$ cat src/rtl/core/wsa_pkg.sv
// Shared types, constants and lookup functions of the weather station aggregator.
`default_nettype none

package wsa_pkg;

  // Sizes of the data path
  localparam int SECTIONS    = 7;
  localparam int DIRS        = 4;
  localparam int COUNT_BITS  = 16;
  localparam int HIST_BITS   = 16;
  localparam int SAMPLE_BITS = 10;
  localparam int GAIN_BITS   = 10;
  localparam int FACTOR_BITS = 21;
  localparam int ERR_BITS    = 41;
  localparam int CHG_BITS    = 16;
  localparam int PRODUCT_OUT_BITS = 26;
  localparam int SEC_BITS    = $clog2(SECTIONS);
  localparam int DIR_BITS    = $clog2(DIRS);
  localparam int MUL_A_BITS  = (COUNT_BITS > HIST_BITS) ? COUNT_BITS : HIST_BITS;
  localparam int MUL_P_BITS  = MUL_A_BITS + FACTOR_BITS;

  // Configuration port
  localparam int ADDR_BITS = 4;
  localparam int DATA_BITS = 32;
  localparam logic [1:0] REG_THRESHOLD = 2'd0;
  localparam logic [1:0] REG_WIND_GAIN = 2'd1;
  localparam logic [1:0] REG_RAIN_GAIN = 2'd2;

  localparam logic [SAMPLE_BITS-1:0] THRESHOLD_RESET = 10'd350;
  localparam logic [GAIN_BITS-1:0]   WIND_GAIN_RESET = 10'd205;
  localparam logic [GAIN_BITS-1:0]   RAIN_GAIN_RESET = 10'd280;

  // Item operation codes
  localparam logic OP_SAMPLE = 1'b0;
  localparam logic OP_CLOSE  = 1'b1;

  // Sequencer states
  typedef enum logic [6:0] {
    S_IDLE   = 7'b0000001,
    S_SAMPLE = 7'b0000010,
    S_MUL    = 7'b0000100,
    S_ACC    = 7'b0001000,
    S_WMUL   = 7'b0010000,
    S_RMUL   = 7'b0100000,
    S_FINISH = 7'b1000000
  } state_t;

  // Decoded vane reading
  typedef struct packed {
    logic                hit;
    logic [SEC_BITS-1:0] sec;
  } vane_sec_t;

  // Map a vane code to its section; codes outside the table miss
  function automatic vane_sec_t decode_vane(input logic [SAMPLE_BITS-1:0] code);
    vane_sec_t r;
    r.hit = 1'b1;
    r.sec = '0;
    if (code >= 10'd550 && code <= 10'd552)      r.sec = 3'd4;
    else if (code >= 10'd608 && code <= 10'd610) r.sec = 3'd3;
    else if (code >= 10'd634 && code <= 10'd636) r.sec = 3'd2;
    else if (code >= 10'd652 && code <= 10'd654) r.sec = 3'd5;
    else if (code >= 10'd661 && code <= 10'd663) r.sec = 3'd1;
    else if (code >= 10'd665 && code <= 10'd667) r.sec = 3'd6;
    else if (code >= 10'd668 && code <= 10'd670) r.sec = 3'd0;
    else r.hit = 1'b0;
    return r;
  endfunction

  // Weighted squared angular distance, scaled by 64, per direction and section
  function automatic logic [FACTOR_BITS-1:0] factor(input logic [DIR_BITS-1:0] d,
                                                    input logic [SEC_BITS-1:0] s);
    logic [FACTOR_BITS-1:0] f;
    unique case ({d, s})
      5'd0:  f = 21'd2673;
      5'd1:  f = 21'd64800;
      5'd2:  f = 21'd259200;
      5'd3:  f = 21'd583200;
      5'd4:  f = 21'd1822500;
      5'd5:  f = 21'd291600;
      5'd6:  f = 21'd96228;
      5'd8:  f = 21'd216513;
      5'd9:  f = 21'd64800;
      5'd10: f = 21'd0;
      5'd11: f = 21'd64800;
      5'd12: f = 21'd396900;
      5'd13: f = 21'd291600;
      5'd14: f = 21'd523908;
      5'd16: f = 21'd601425;
      5'd17: f = 21'd583200;
      5'd18: f = 21'd259200;
      5'd19: f = 21'd64800;
      5'd20: f = 21'd8100;
      5'd21: f = 21'd32400;
      5'd22: f = 21'd267300;
      5'd24: f = 21'd130977;
      5'd25: f = 21'd1620000;
      5'd26: f = 21'd1036800;
      5'd27: f = 21'd583200;
      5'd28: f = 21'd656100;
      5'd29: f = 21'd32400;
      5'd30: f = 21'd10692;
      default: f = '0;
    endcase
    return f;
  endfunction

endpackage

`default_nettype wire

$ cat src/rtl/core/weather_station_sensor_aggregator_unit.sv
// Top level of the weather station aggregator: level counters, vane histogram, direction pick, gain products.
`default_nettype none

// A sample item (op 0) is taken in the idle state and processed in the next
// one, with input stalled meanwhile. A close item (op 1) runs 28
// histogram-by-factor products through one shared multiplier, each as a
// multiply step and then an accumulate step (compared with the best at the
// end of a direction), then two more products for the gains and a final
// step that loads the result once a previous result, if any, is taken. Sample
// items are accepted while a result waits to be taken. Registers sit at byte
// addresses 0 (level threshold), 4 (wind gain) and 8 (rain gain); write them
// only while the block is idle.
module weather_station_sensor_aggregator_unit (
  input  wire logic                                 clk,
  input  wire logic                                 rst_n,
  // input items
  input  wire logic                                 in_valid,
  output logic                                      in_stall,
  input  wire logic                                 in_op,
  input  wire logic [wsa_pkg::SAMPLE_BITS-1:0]      in_wind_sample,
  input  wire logic [wsa_pkg::SAMPLE_BITS-1:0]      in_rain_sample,
  input  wire logic [wsa_pkg::SAMPLE_BITS-1:0]      in_vane_sample,
  // result items
  output logic                                      out_valid,
  input  wire logic                                 out_stall,
  output logic [wsa_pkg::CHG_BITS-1:0]              out_wind_changes,
  output logic [wsa_pkg::CHG_BITS-1:0]              out_rain_changes,
  output logic [wsa_pkg::PRODUCT_OUT_BITS-1:0]      out_wind_speed,
  output logic [wsa_pkg::PRODUCT_OUT_BITS-1:0]      out_rain_rate,
  output logic [wsa_pkg::DIR_BITS-1:0]              out_direction,
  // configuration
  input  wire logic                                 psel,
  input  wire logic                                 penable,
  input  wire logic                                 pwrite,
  input  wire logic [wsa_pkg::ADDR_BITS-1:0]        paddr,
  input  wire logic [wsa_pkg::DATA_BITS-1:0]        pwdata,
  output logic [wsa_pkg::DATA_BITS-1:0]             prdata,
  output logic                                      pready
);

  localparam logic [wsa_pkg::SEC_BITS-1:0] LAST_SEC = wsa_pkg::SEC_BITS'(wsa_pkg::SECTIONS - 1);
  localparam logic [wsa_pkg::DIR_BITS-1:0] LAST_DIR = wsa_pkg::DIR_BITS'(wsa_pkg::DIRS - 1);

  wsa_pkg::state_t state_r, state_nxt;

  logic [wsa_pkg::SAMPLE_BITS-1:0] thr_r, thr_nxt;
  logic [wsa_pkg::GAIN_BITS-1:0]   wgain_r, wgain_nxt;
  logic [wsa_pkg::GAIN_BITS-1:0]   rgain_r, rgain_nxt;

  logic [wsa_pkg::SAMPLE_BITS-1:0] wsmp_r, wsmp_nxt;
  logic [wsa_pkg::SAMPLE_BITS-1:0] rsmp_r, rsmp_nxt;
  logic [wsa_pkg::SAMPLE_BITS-1:0] vsmp_r, vsmp_nxt;

  logic                            wprev_r, wprev_nxt;
  logic                            rprev_r, rprev_nxt;
  logic [wsa_pkg::COUNT_BITS-1:0]  wcnt_r, wcnt_nxt;
  logic [wsa_pkg::COUNT_BITS-1:0]  rcnt_r, rcnt_nxt;
  logic [wsa_pkg::HIST_BITS-1:0]   hist_r   [wsa_pkg::SECTIONS];
  logic [wsa_pkg::HIST_BITS-1:0]   hist_nxt [wsa_pkg::SECTIONS];

  logic [wsa_pkg::SEC_BITS-1:0]    sec_r, sec_nxt;
  logic [wsa_pkg::DIR_BITS-1:0]    dir_r, dir_nxt;
  logic [wsa_pkg::ERR_BITS-1:0]    acc_r, acc_nxt;
  logic [wsa_pkg::ERR_BITS-1:0]    best_r, best_nxt;
  logic [wsa_pkg::DIR_BITS-1:0]    bdir_r, bdir_nxt;
  logic [wsa_pkg::MUL_P_BITS-1:0]  prod_r, prod_nxt;
  logic [wsa_pkg::PRODUCT_OUT_BITS-1:0] speed_r, speed_nxt;

  logic                                  ovalid_r, ovalid_nxt;
  logic [wsa_pkg::CHG_BITS-1:0]          owchg_r, owchg_nxt;
  logic [wsa_pkg::CHG_BITS-1:0]          orchg_r, orchg_nxt;
  logic [wsa_pkg::PRODUCT_OUT_BITS-1:0]  ospeed_r, ospeed_nxt;
  logic [wsa_pkg::PRODUCT_OUT_BITS-1:0]  orate_r, orate_nxt;
  logic [wsa_pkg::DIR_BITS-1:0]          odir_r, odir_nxt;

  logic                            in_acc;
  logic                            cfg_wr;
  logic [1:0]                      cfg_idx;
  logic                            out_free;
  wsa_pkg::vane_sec_t              vane;
  logic                            wlvl, rlvl;
  logic [wsa_pkg::MUL_A_BITS-1:0]  mul_a;
  logic [wsa_pkg::FACTOR_BITS-1:0] mul_b;
  logic [wsa_pkg::ERR_BITS-1:0]    acc_sum;
  logic [wsa_pkg::MUL_A_BITS-1:0]  wcnt_ext, rcnt_ext;

  // Handshake and register decode
  assign in_stall = (state_r != wsa_pkg::S_IDLE);
  assign in_acc   = in_valid && !in_stall;
  assign out_free = !ovalid_r || !out_stall;
  assign pready   = 1'b1;
  assign cfg_idx  = paddr[3:2];
  assign cfg_wr   = psel && penable && pwrite && pready;

  assign out_valid        = ovalid_r;
  assign out_wind_changes = owchg_r;
  assign out_rain_changes = orchg_r;
  assign out_wind_speed   = ospeed_r;
  assign out_rain_rate    = orate_r;
  assign out_direction    = odir_r;

  // Read back registers
  always_comb begin
    unique case (cfg_idx)
      wsa_pkg::REG_THRESHOLD: prdata = wsa_pkg::DATA_BITS'(thr_r);
      wsa_pkg::REG_WIND_GAIN: prdata = wsa_pkg::DATA_BITS'(wgain_r);
      wsa_pkg::REG_RAIN_GAIN: prdata = wsa_pkg::DATA_BITS'(rgain_r);
      default:                prdata = '0;
    endcase
  end

  // Write registers
  always_comb begin
    thr_nxt   = thr_r;
    wgain_nxt = wgain_r;
    rgain_nxt = rgain_r;
    if (cfg_wr) begin
      unique case (cfg_idx)
        wsa_pkg::REG_THRESHOLD: thr_nxt   = pwdata[wsa_pkg::SAMPLE_BITS-1:0];
        wsa_pkg::REG_WIND_GAIN: wgain_nxt = pwdata[wsa_pkg::GAIN_BITS-1:0];
        wsa_pkg::REG_RAIN_GAIN: rgain_nxt = pwdata[wsa_pkg::GAIN_BITS-1:0];
        default: ;
      endcase
    end
  end

  // Shared multiplier operand select
  assign wcnt_ext = wsa_pkg::MUL_A_BITS'(wcnt_r);
  assign rcnt_ext = wsa_pkg::MUL_A_BITS'(rcnt_r);

  always_comb begin
    unique case (state_r)
      wsa_pkg::S_WMUL: begin
        mul_a = wcnt_ext;
        mul_b = wsa_pkg::FACTOR_BITS'(wgain_r);
      end
      wsa_pkg::S_RMUL: begin
        mul_a = rcnt_ext;
        mul_b = wsa_pkg::FACTOR_BITS'(rgain_r);
      end
      default: begin
        mul_a = wsa_pkg::MUL_A_BITS'(hist_r[sec_r]);
        mul_b = wsa_pkg::factor(dir_r, sec_r);
      end
    endcase
  end

  assign vane    = wsa_pkg::decode_vane(vsmp_r);
  assign wlvl    = (wsmp_r > thr_r);
  assign rlvl    = (rsmp_r > thr_r);
  assign acc_sum = acc_r +
                   wsa_pkg::ERR_BITS'(prod_r[wsa_pkg::HIST_BITS+wsa_pkg::FACTOR_BITS-1:0]);

  // Sequencer and data path
  always_comb begin
    state_nxt  = state_r;
    wsmp_nxt   = wsmp_r;
    rsmp_nxt   = rsmp_r;
    vsmp_nxt   = vsmp_r;
    wprev_nxt  = wprev_r;
    rprev_nxt  = rprev_r;
    wcnt_nxt   = wcnt_r;
    rcnt_nxt   = rcnt_r;
    for (int k = 0; k < wsa_pkg::SECTIONS; k++) hist_nxt[k] = hist_r[k];
    sec_nxt    = sec_r;
    dir_nxt    = dir_r;
    acc_nxt    = acc_r;
    best_nxt   = best_r;
    bdir_nxt   = bdir_r;
    prod_nxt   = prod_r;
    speed_nxt  = speed_r;
    ovalid_nxt = ovalid_r && out_stall;
    owchg_nxt  = owchg_r;
    orchg_nxt  = orchg_r;
    ospeed_nxt = ospeed_r;
    orate_nxt  = orate_r;
    odir_nxt   = odir_r;

    unique case (state_r)
      // Take an item
      wsa_pkg::S_IDLE: begin
        if (in_acc) begin
          wsmp_nxt = in_wind_sample;
          rsmp_nxt = in_rain_sample;
          vsmp_nxt = in_vane_sample;
          sec_nxt  = '0;
          dir_nxt  = '0;
          acc_nxt  = '0;
          if (in_op == wsa_pkg::OP_CLOSE) state_nxt = wsa_pkg::S_MUL;
          else                            state_nxt = wsa_pkg::S_SAMPLE;
        end
      end
      // Count level changes and bin the vane section
      wsa_pkg::S_SAMPLE: begin
        if (wlvl != wprev_r) begin
          wprev_nxt = wlvl;
          if (wcnt_r != '1) wcnt_nxt = wcnt_r + 1'b1;
        end
        if (rlvl != rprev_r) begin
          rprev_nxt = rlvl;
          if (rcnt_r != '1) rcnt_nxt = rcnt_r + 1'b1;
        end
        for (int k = 0; k < wsa_pkg::SECTIONS; k++) begin
          if (vane.hit && vane.sec == wsa_pkg::SEC_BITS'(k) && hist_r[k] != '1)
            hist_nxt[k] = hist_r[k] + 1'b1;
        end
        state_nxt = wsa_pkg::S_IDLE;
      end
      // Multiply one bin by its factor
      wsa_pkg::S_MUL: begin
        prod_nxt  = mul_a * mul_b;
        state_nxt = wsa_pkg::S_ACC;
      end
      // Accumulate; at the end of a direction compare with the best so far
      wsa_pkg::S_ACC: begin
        acc_nxt = acc_sum;
        sec_nxt = sec_r + 1'b1;
        state_nxt = wsa_pkg::S_MUL;
        if (sec_r == LAST_SEC) begin
          acc_nxt = '0;
          sec_nxt = '0;
          dir_nxt = dir_r + 1'b1;
          if (dir_r == '0 || acc_sum < best_r) begin
            best_nxt = acc_sum;
            bdir_nxt = dir_r;
          end
          if (dir_r == LAST_DIR) state_nxt = wsa_pkg::S_WMUL;
        end
      end
      // Wind gain product
      wsa_pkg::S_WMUL: begin
        prod_nxt  = mul_a * mul_b;
        state_nxt = wsa_pkg::S_RMUL;
      end
      // Rain gain product; keep the wind product
      wsa_pkg::S_RMUL: begin
        speed_nxt = prod_r[wsa_pkg::PRODUCT_OUT_BITS-1:0];
        prod_nxt  = mul_a * mul_b;
        state_nxt = wsa_pkg::S_FINISH;
      end
      // Load the result once the output is free, then clear the interval
      wsa_pkg::S_FINISH: begin
        if (out_free) begin
          ovalid_nxt = 1'b1;
          owchg_nxt  = wcnt_ext[wsa_pkg::CHG_BITS-1:0];
          orchg_nxt  = rcnt_ext[wsa_pkg::CHG_BITS-1:0];
          ospeed_nxt = speed_r;
          orate_nxt  = prod_r[wsa_pkg::PRODUCT_OUT_BITS-1:0];
          odir_nxt   = bdir_r;
          wcnt_nxt   = '0;
          rcnt_nxt   = '0;
          for (int k = 0; k < wsa_pkg::SECTIONS; k++) hist_nxt[k] = '0;
          state_nxt  = wsa_pkg::S_IDLE;
        end
      end
      default: state_nxt = wsa_pkg::S_IDLE;
    endcase
  end

  // Control and state registers
  always_ff @(posedge clk) begin
    if (!rst_n) begin
      state_r  <= wsa_pkg::S_IDLE;
      thr_r    <= wsa_pkg::THRESHOLD_RESET;
      wgain_r  <= wsa_pkg::WIND_GAIN_RESET;
      rgain_r  <= wsa_pkg::RAIN_GAIN_RESET;
      wprev_r  <= 1'b0;
      rprev_r  <= 1'b0;
      wcnt_r   <= '0;
      rcnt_r   <= '0;
      for (int k = 0; k < wsa_pkg::SECTIONS; k++) hist_r[k] <= '0;
      sec_r    <= '0;
      dir_r    <= '0;
      ovalid_r <= 1'b0;
    end else begin
      state_r  <= state_nxt;
      thr_r    <= thr_nxt;
      wgain_r  <= wgain_nxt;
      rgain_r  <= rgain_nxt;
      wprev_r  <= wprev_nxt;
      rprev_r  <= rprev_nxt;
      wcnt_r   <= wcnt_nxt;
      rcnt_r   <= rcnt_nxt;
      for (int k = 0; k < wsa_pkg::SECTIONS; k++) hist_r[k] <= hist_nxt[k];
      sec_r    <= sec_nxt;
      dir_r    <= dir_nxt;
      ovalid_r <= ovalid_nxt;
    end
  end

  // Payload registers
  always_ff @(posedge clk) begin
    wsmp_r   <= wsmp_nxt;
    rsmp_r   <= rsmp_nxt;
    vsmp_r   <= vsmp_nxt;
    acc_r    <= acc_nxt;
    best_r   <= best_nxt;
    bdir_r   <= bdir_nxt;
    prod_r   <= prod_nxt;
    speed_r  <= speed_nxt;
    owchg_r  <= owchg_nxt;
    orchg_r  <= orchg_nxt;
    ospeed_r <= ospeed_nxt;
    orate_r  <= orate_nxt;
    odir_r   <= odir_nxt;
  end

`ifndef SYNTHESIS
  // A new result only comes out of the final step
  a_result_from_finish: assert property (@(posedge clk) disable iff (!rst_n)
    $rose(ovalid_r) |-> $past(state_r == wsa_pkg::S_FINISH))
    else $error("result raised outside the final step");

  // Closing an interval clears both counters and the first and last histogram bins
  a_interval_cleared: assert property (@(posedge clk) disable iff (!rst_n)
    (state_r == wsa_pkg::S_FINISH && out_free) |=>
      (wcnt_r == '0 && rcnt_r == '0 && hist_r[0] == '0 && hist_r[LAST_SEC] == '0))
    else $error("interval state not cleared at close");

  // A close item starts the product walk at its first entry
  a_close_starts_walk: assert property (@(posedge clk) disable iff (!rst_n)
    (in_acc && in_op == wsa_pkg::OP_CLOSE) |=>
      (state_r == wsa_pkg::S_MUL && sec_r == '0 && dir_r == '0 && acc_r == '0))
    else $error("close item did not start the product walk");

  // The section index never leaves the histogram
  a_sec_in_range: assert property (@(posedge clk) disable iff (!rst_n)
    sec_r <= LAST_SEC)
    else $error("section index out of range");
`endif

endmodule

`default_nettype wire
$ cat config.mk
export PLATFORM = sky130hd
export DESIGN_NAME = weather_station_sensor_aggregator_unit
export DESIGN_NICKNAME = d
export VERILOG_FILES = /design/src/rtl/core/wsa_pkg.sv /design/src/rtl/core/weather_station_sensor_aggregator_unit.sv
export SDC_FILE = /design/constraint.sdc
export NUM_CORES = 2
export LEC_CHECK = 0
export BUFFER_PORTS_ARGS = -buffer_cell sky130_fd_sc_hd__buf_2
export CAP_MARGIN = 20
export CORE_ASPECT_RATIO = 1.4
export CORE_MARGIN = 2
export CORE_UTILIZATION = 35
export CTS_CLUSTER_DIAMETER = 80
export CTS_CLUSTER_SIZE = 30
export DETAILED_ROUTE_END_ITERATION = 7
export PLACE_DENSITY_LB_ADDON = 0.3
export SETUP_SLACK_MARGIN = 0.2
export SYNTH_ARGS = -nofsm -noshare
export SYNTH_HDL_FRONTEND = slang
export SYNTH_SLANG_ARGS = --single-unit
export TNS_END_PERCENT = 100
$ cat constraint.sdc
create_clock -name clk -period 8 [get_ports clk]
set_clock_uncertainty 0.05 [all_clocks]
set_input_delay 0.8 -clock clk [delete_from_list [all_inputs] [get_ports clk]]
set_output_delay 0.8 -clock clk [all_outputs]
set_load 0.01 [all_outputs]
==> impl_metrics.json <==
{
  "status": "complete, no violations",
  "dp_cells": 5031,
  "rr_endpoint": "prod_r[34]$_DFFE_PP_",
  "min_to": "vsmp_r[7]$_DFFE_PP_",
  "clkTransAtPathRegs_ns": 0.11,
  "firstDrtPassIters": 7,
  "post_dp_cell_area_mm2": 0.03743,
  "synth_edf_count": 263,
  "area_growth_pct": 15.71,
  "min_path_cells": 1,
  "met2_usage": 0.3593,
  "final_common_cell": "nand2_1",
  "min_period_ns": 7.609,
  "netlist_area_mm2": 0.03395,
  "reg2reg_slack_ns": 0.39,
  "endpoint_kind": "flip-flop",
  "drv_cap": 0,
  "fmax_mhz": 131.4,
  "antenna_found_initial": 1,
  "place_congestion": 0.9080,
  "first_iter_violations": 2074,
  "synth.avg_cell_area_um2": 9.591,
  "setup_viol": 0,
  "slew_viol_final": 0,
  "nNetsFinal": 4369,
  "grt_pass1_vias": 26540,
  "layout-drive-gt1-share": 0.1537,
  "layout_common_cells": "nand2_1 (456), inv_1 (380), edfxtp_1 (263)",
  "cpMostUsedCell": "fa_1",
  "cp_slowest_cell": "mux4_2",
  "holdWs_ns": 0.2715,
  "relSlewSlack": 0.2745,
  "grt_pass1_wl_um": 148400,
  "p_total_mw": 4.588,
  "synthArstFlopShare": 0,
  "powerDensity_mw_per_mm2": 116.8,
  "io_pins": 195,
  "dieArea_mm2": 0.09955,
  "grt_max_degree": 53,
  "yosysWarnings": 0,
  "worstHoldStart": "in_vane_sample[7]",
  "netlist_instances": 3540,
  "synth_top_area_share": 0.2326,
  "worst_pin_slew_ns": 1.082,
  "regArea_mm2": 0.01176,
  "grt.met3_usage": 0.01687,
  "synthAdderAreaFrac": 0.2403,
  "die_h_um": 372.5,
  "worst_setup_path_start_kind": "flip-flop",
  "num-fill-cells": 9412,
  "synth_compound_area_frac": 0.1337,
  "drc": 0,
  "critical-path-top-delay-family": "adder cells",
  "final_cell_area_mm2": 0.03929,
  "synth.distinct_cells": 98,
  "hold_viol": 0,
  "synthFlopType": "edfxtp_1",
  "use_met1": 0.2218,
  "die_w_um": 267.2,
  "final_core_util": 0.4073,
  "synthSimpleGateAreaFrac": 0.1630,
  "hold_class": "input port to flip-flop",
  "leakage_nw": 16.40,
  "rsz0062_at_grt": "true",
  "port_buffers": 147,
  "hpwl_um": 74570,
  "cp_max_fo": 12,
  "synth_top_family_by_area": "adder cells",
  "layout.cells.non_filler": 5120,
  "clkSinkCount": 455,
  "synth-seq-cells": 455,
  "core_area_mm2": 0.09645,
  "tritoncts": "built",
  "synthTopCellsByArea": "edfxtp_1 (23%), fa_1 (16%), dfxtp_1 (11%), ha_1 (8.4%), nand2_1 (5.1%)",
  "busiest_layer": "met2",
  "yosysTopAreaCell": "edfxtp_1",
  "drt-vias-per-instance": 5.228,
  "cts_inserted_buffers": 24,
  "wl_um": 95620,
  "synthMuxAreaShare": 0.02742,
  "htree_levels": 1,
  "critPathArrivalTime_ns": 7.92,
  "path_class": "flip-flop to flip-flop",
  "critPathRequiredTime_ns": 8.31,
  "clkLatencyLatePin_ns": 0.65,
  "clk_path_buf_depth": 3,
  "num_vias": 26770,
  "ir_worst_vdd_v": 0.0001633,
  "grt_overflow_total": 0,
  "ys_seq_area_frac": 0.3458,
  "routedWlPerCell_um": 18.68,
  "r2r_cells": 28,
  "drtAntennaViolNets": 0,
  "clock-root-buffer": "clkbuf_16",
  "fin_crit_sh": 0.9511,
  "multiInputGateArea_mm2": 0.02054,
  "critPathBufInv": 9,
  "synth_xor_area_frac": 0.02347,
  "grt_use_total": 0.1904,
  "n_antenna_cell": 0,
  "start_util": 0.3520,
  "std_cell_rows": 135,
  "critPathMaxStageDelay_ns": 0.56
}
-- area by class of cell --
| class | instances | share of cell area |
|---|---|---|
| timing repair buffer | 386 | 0.07618 |
| multi-input combinational | 2540 | 0.5228 |
| sequential | 455 | 0.2994 |
| clock inverter | 13 | 0.005605 |
| inverter | 395 | 0.03790 |
| tap | 1301 | 0.04143 |
| clock buffer | 30 | 0.01666 |
-- registers in the layout, indices dropped and copies added (netlist names), 16 cells and up, named ones only --
| register | count |
|---|---|
| acc_r | 41 |
| best_r | 41 |
| hist_r | 112 |
| out_rain_changes | 16 |
| out_rain_rate | 26 |
| out_wind_changes | 16 |
| out_wind_speed | 26 |
| prod_r | 37 |
| rcnt_ext | 16 |
| speed_r | 26 |
| wcnt_ext | 16 |
-- report_power, final --
| group | leakage (nW) | internal, mW | switching, mW | total (mW) |
|---|---|---|---|---|
| clock | 0.421 | 0.669 | 0.898 | 1.57 |
| sequential | 3.92 | 2.52 | 0.0311 | 2.55 |
| combinational | 12.1 | 0.174 | 0.296 | 0.469 |
| total | 16.4 | 3.36 | 1.22 | 4.59 |
-- metrics by stage --
stage / setup TNS (ns) / setup WS, ns
6_report: 0 / 0.3911
5_1_grt: 0 / 0.1426
4_1_cts: 0 / 0.2121
3_5_place_dp: -0.4976 / -0.1968
3_3_place_gp: -0.2636 / -0.1299
2_1_floorplan: 0 / 0.3621
-- worst register-to-register path, delay by kind of cell, from the launching register on --
kind | cells | cell delay [ns]
multiplexers | 2 | 0.81
XOR/XNOR | 1 | 0.12
adder cells (fa/ha/maj) | 7 | 3.37
flip-flops | 1 | 0.38
buffers and inverters | 9 | 1.03
AND/OR/NAND/NOR | 4 | 0.61
AO/OA/AOI/OAI | 5 | 0.96
-- what timing repair did --
| item | 4_1_cts | 5_1_grt |
|---|---|---|
| pin swaps | 8 | 62 |
| gates resized for setup | 24 | 121 |
| hold buffers | 0 | 0 |
| gates cloned | 0 | 4 |
| buffers inserted | 3 | 38 |
| endpoints found under the setup margin | 10 | 10 |
-- cells by family (layout without fill, tap and decap cells) --
kind of cell | count (synthesis) | after routing
compound gates | 722 | 722
xor+xnor | 91 | 91
fa+ha+maj | 493 | 493
buf+inv | 566 | 824
flops | 455 | 455
mux | 71 | 71
other cells | 2 | 23
simple gates | 1140 | 1140
-- how the worst max path moves through the flow --
stage                                        from                    to  slack (ns)  depth (start not counted)
after global routing      state_r[1]$_SDFFE_PN0P_  prod_r[34]$_DFFE_PP_        0.14                         31
after CTS                   sec_r[0]$_SDFFE_PN0P_  prod_r[34]$_DFFE_PP_        0.21                         31
final                                   flip-flop  prod_r[34]$_DFFE_PP_        0.39                         28
after global placement    state_r[0]$_SDFFE_PN1P_  prod_r[34]$_DFFE_PP_       -0.13                         30
after detailed placement  state_r[0]$_SDFFE_PN1P_  prod_r[34]$_DFFE_PP_       -0.20                         30
after floorplan             sec_r[0]$_SDFFE_PN0P_  prod_r[34]$_DFFE_PP_        0.36                         31
-- layer usage --
metal / vias to the layer above / part of all wire / wire length [um]
met5: - / 0 / 0
met4: 0 / 0.041 / 3910
met3: 169 / 0.045 / 4341
met2: 702 / 0.52 / 50010
met1: 13220 / 0.39 / 37360
li1: 12670 / - / -
-- synthesized netlist by cell type (all sizes together), types with 32 or more instances --
master,number
nand2,461
inv,391
fa,265
edfxtp,263
o21ai,236
ha,228
nor2,210
a21oi,195
dfxtp,192
clkbuf,111
and2,109
nand3,89
buf,60
xnor2,58
and3,56
mux2i,49
nand4,48
a21o,42
nor3,34
xor2,33
a211oi,32
Note: power is estimated with default switching activity, not from simulation.
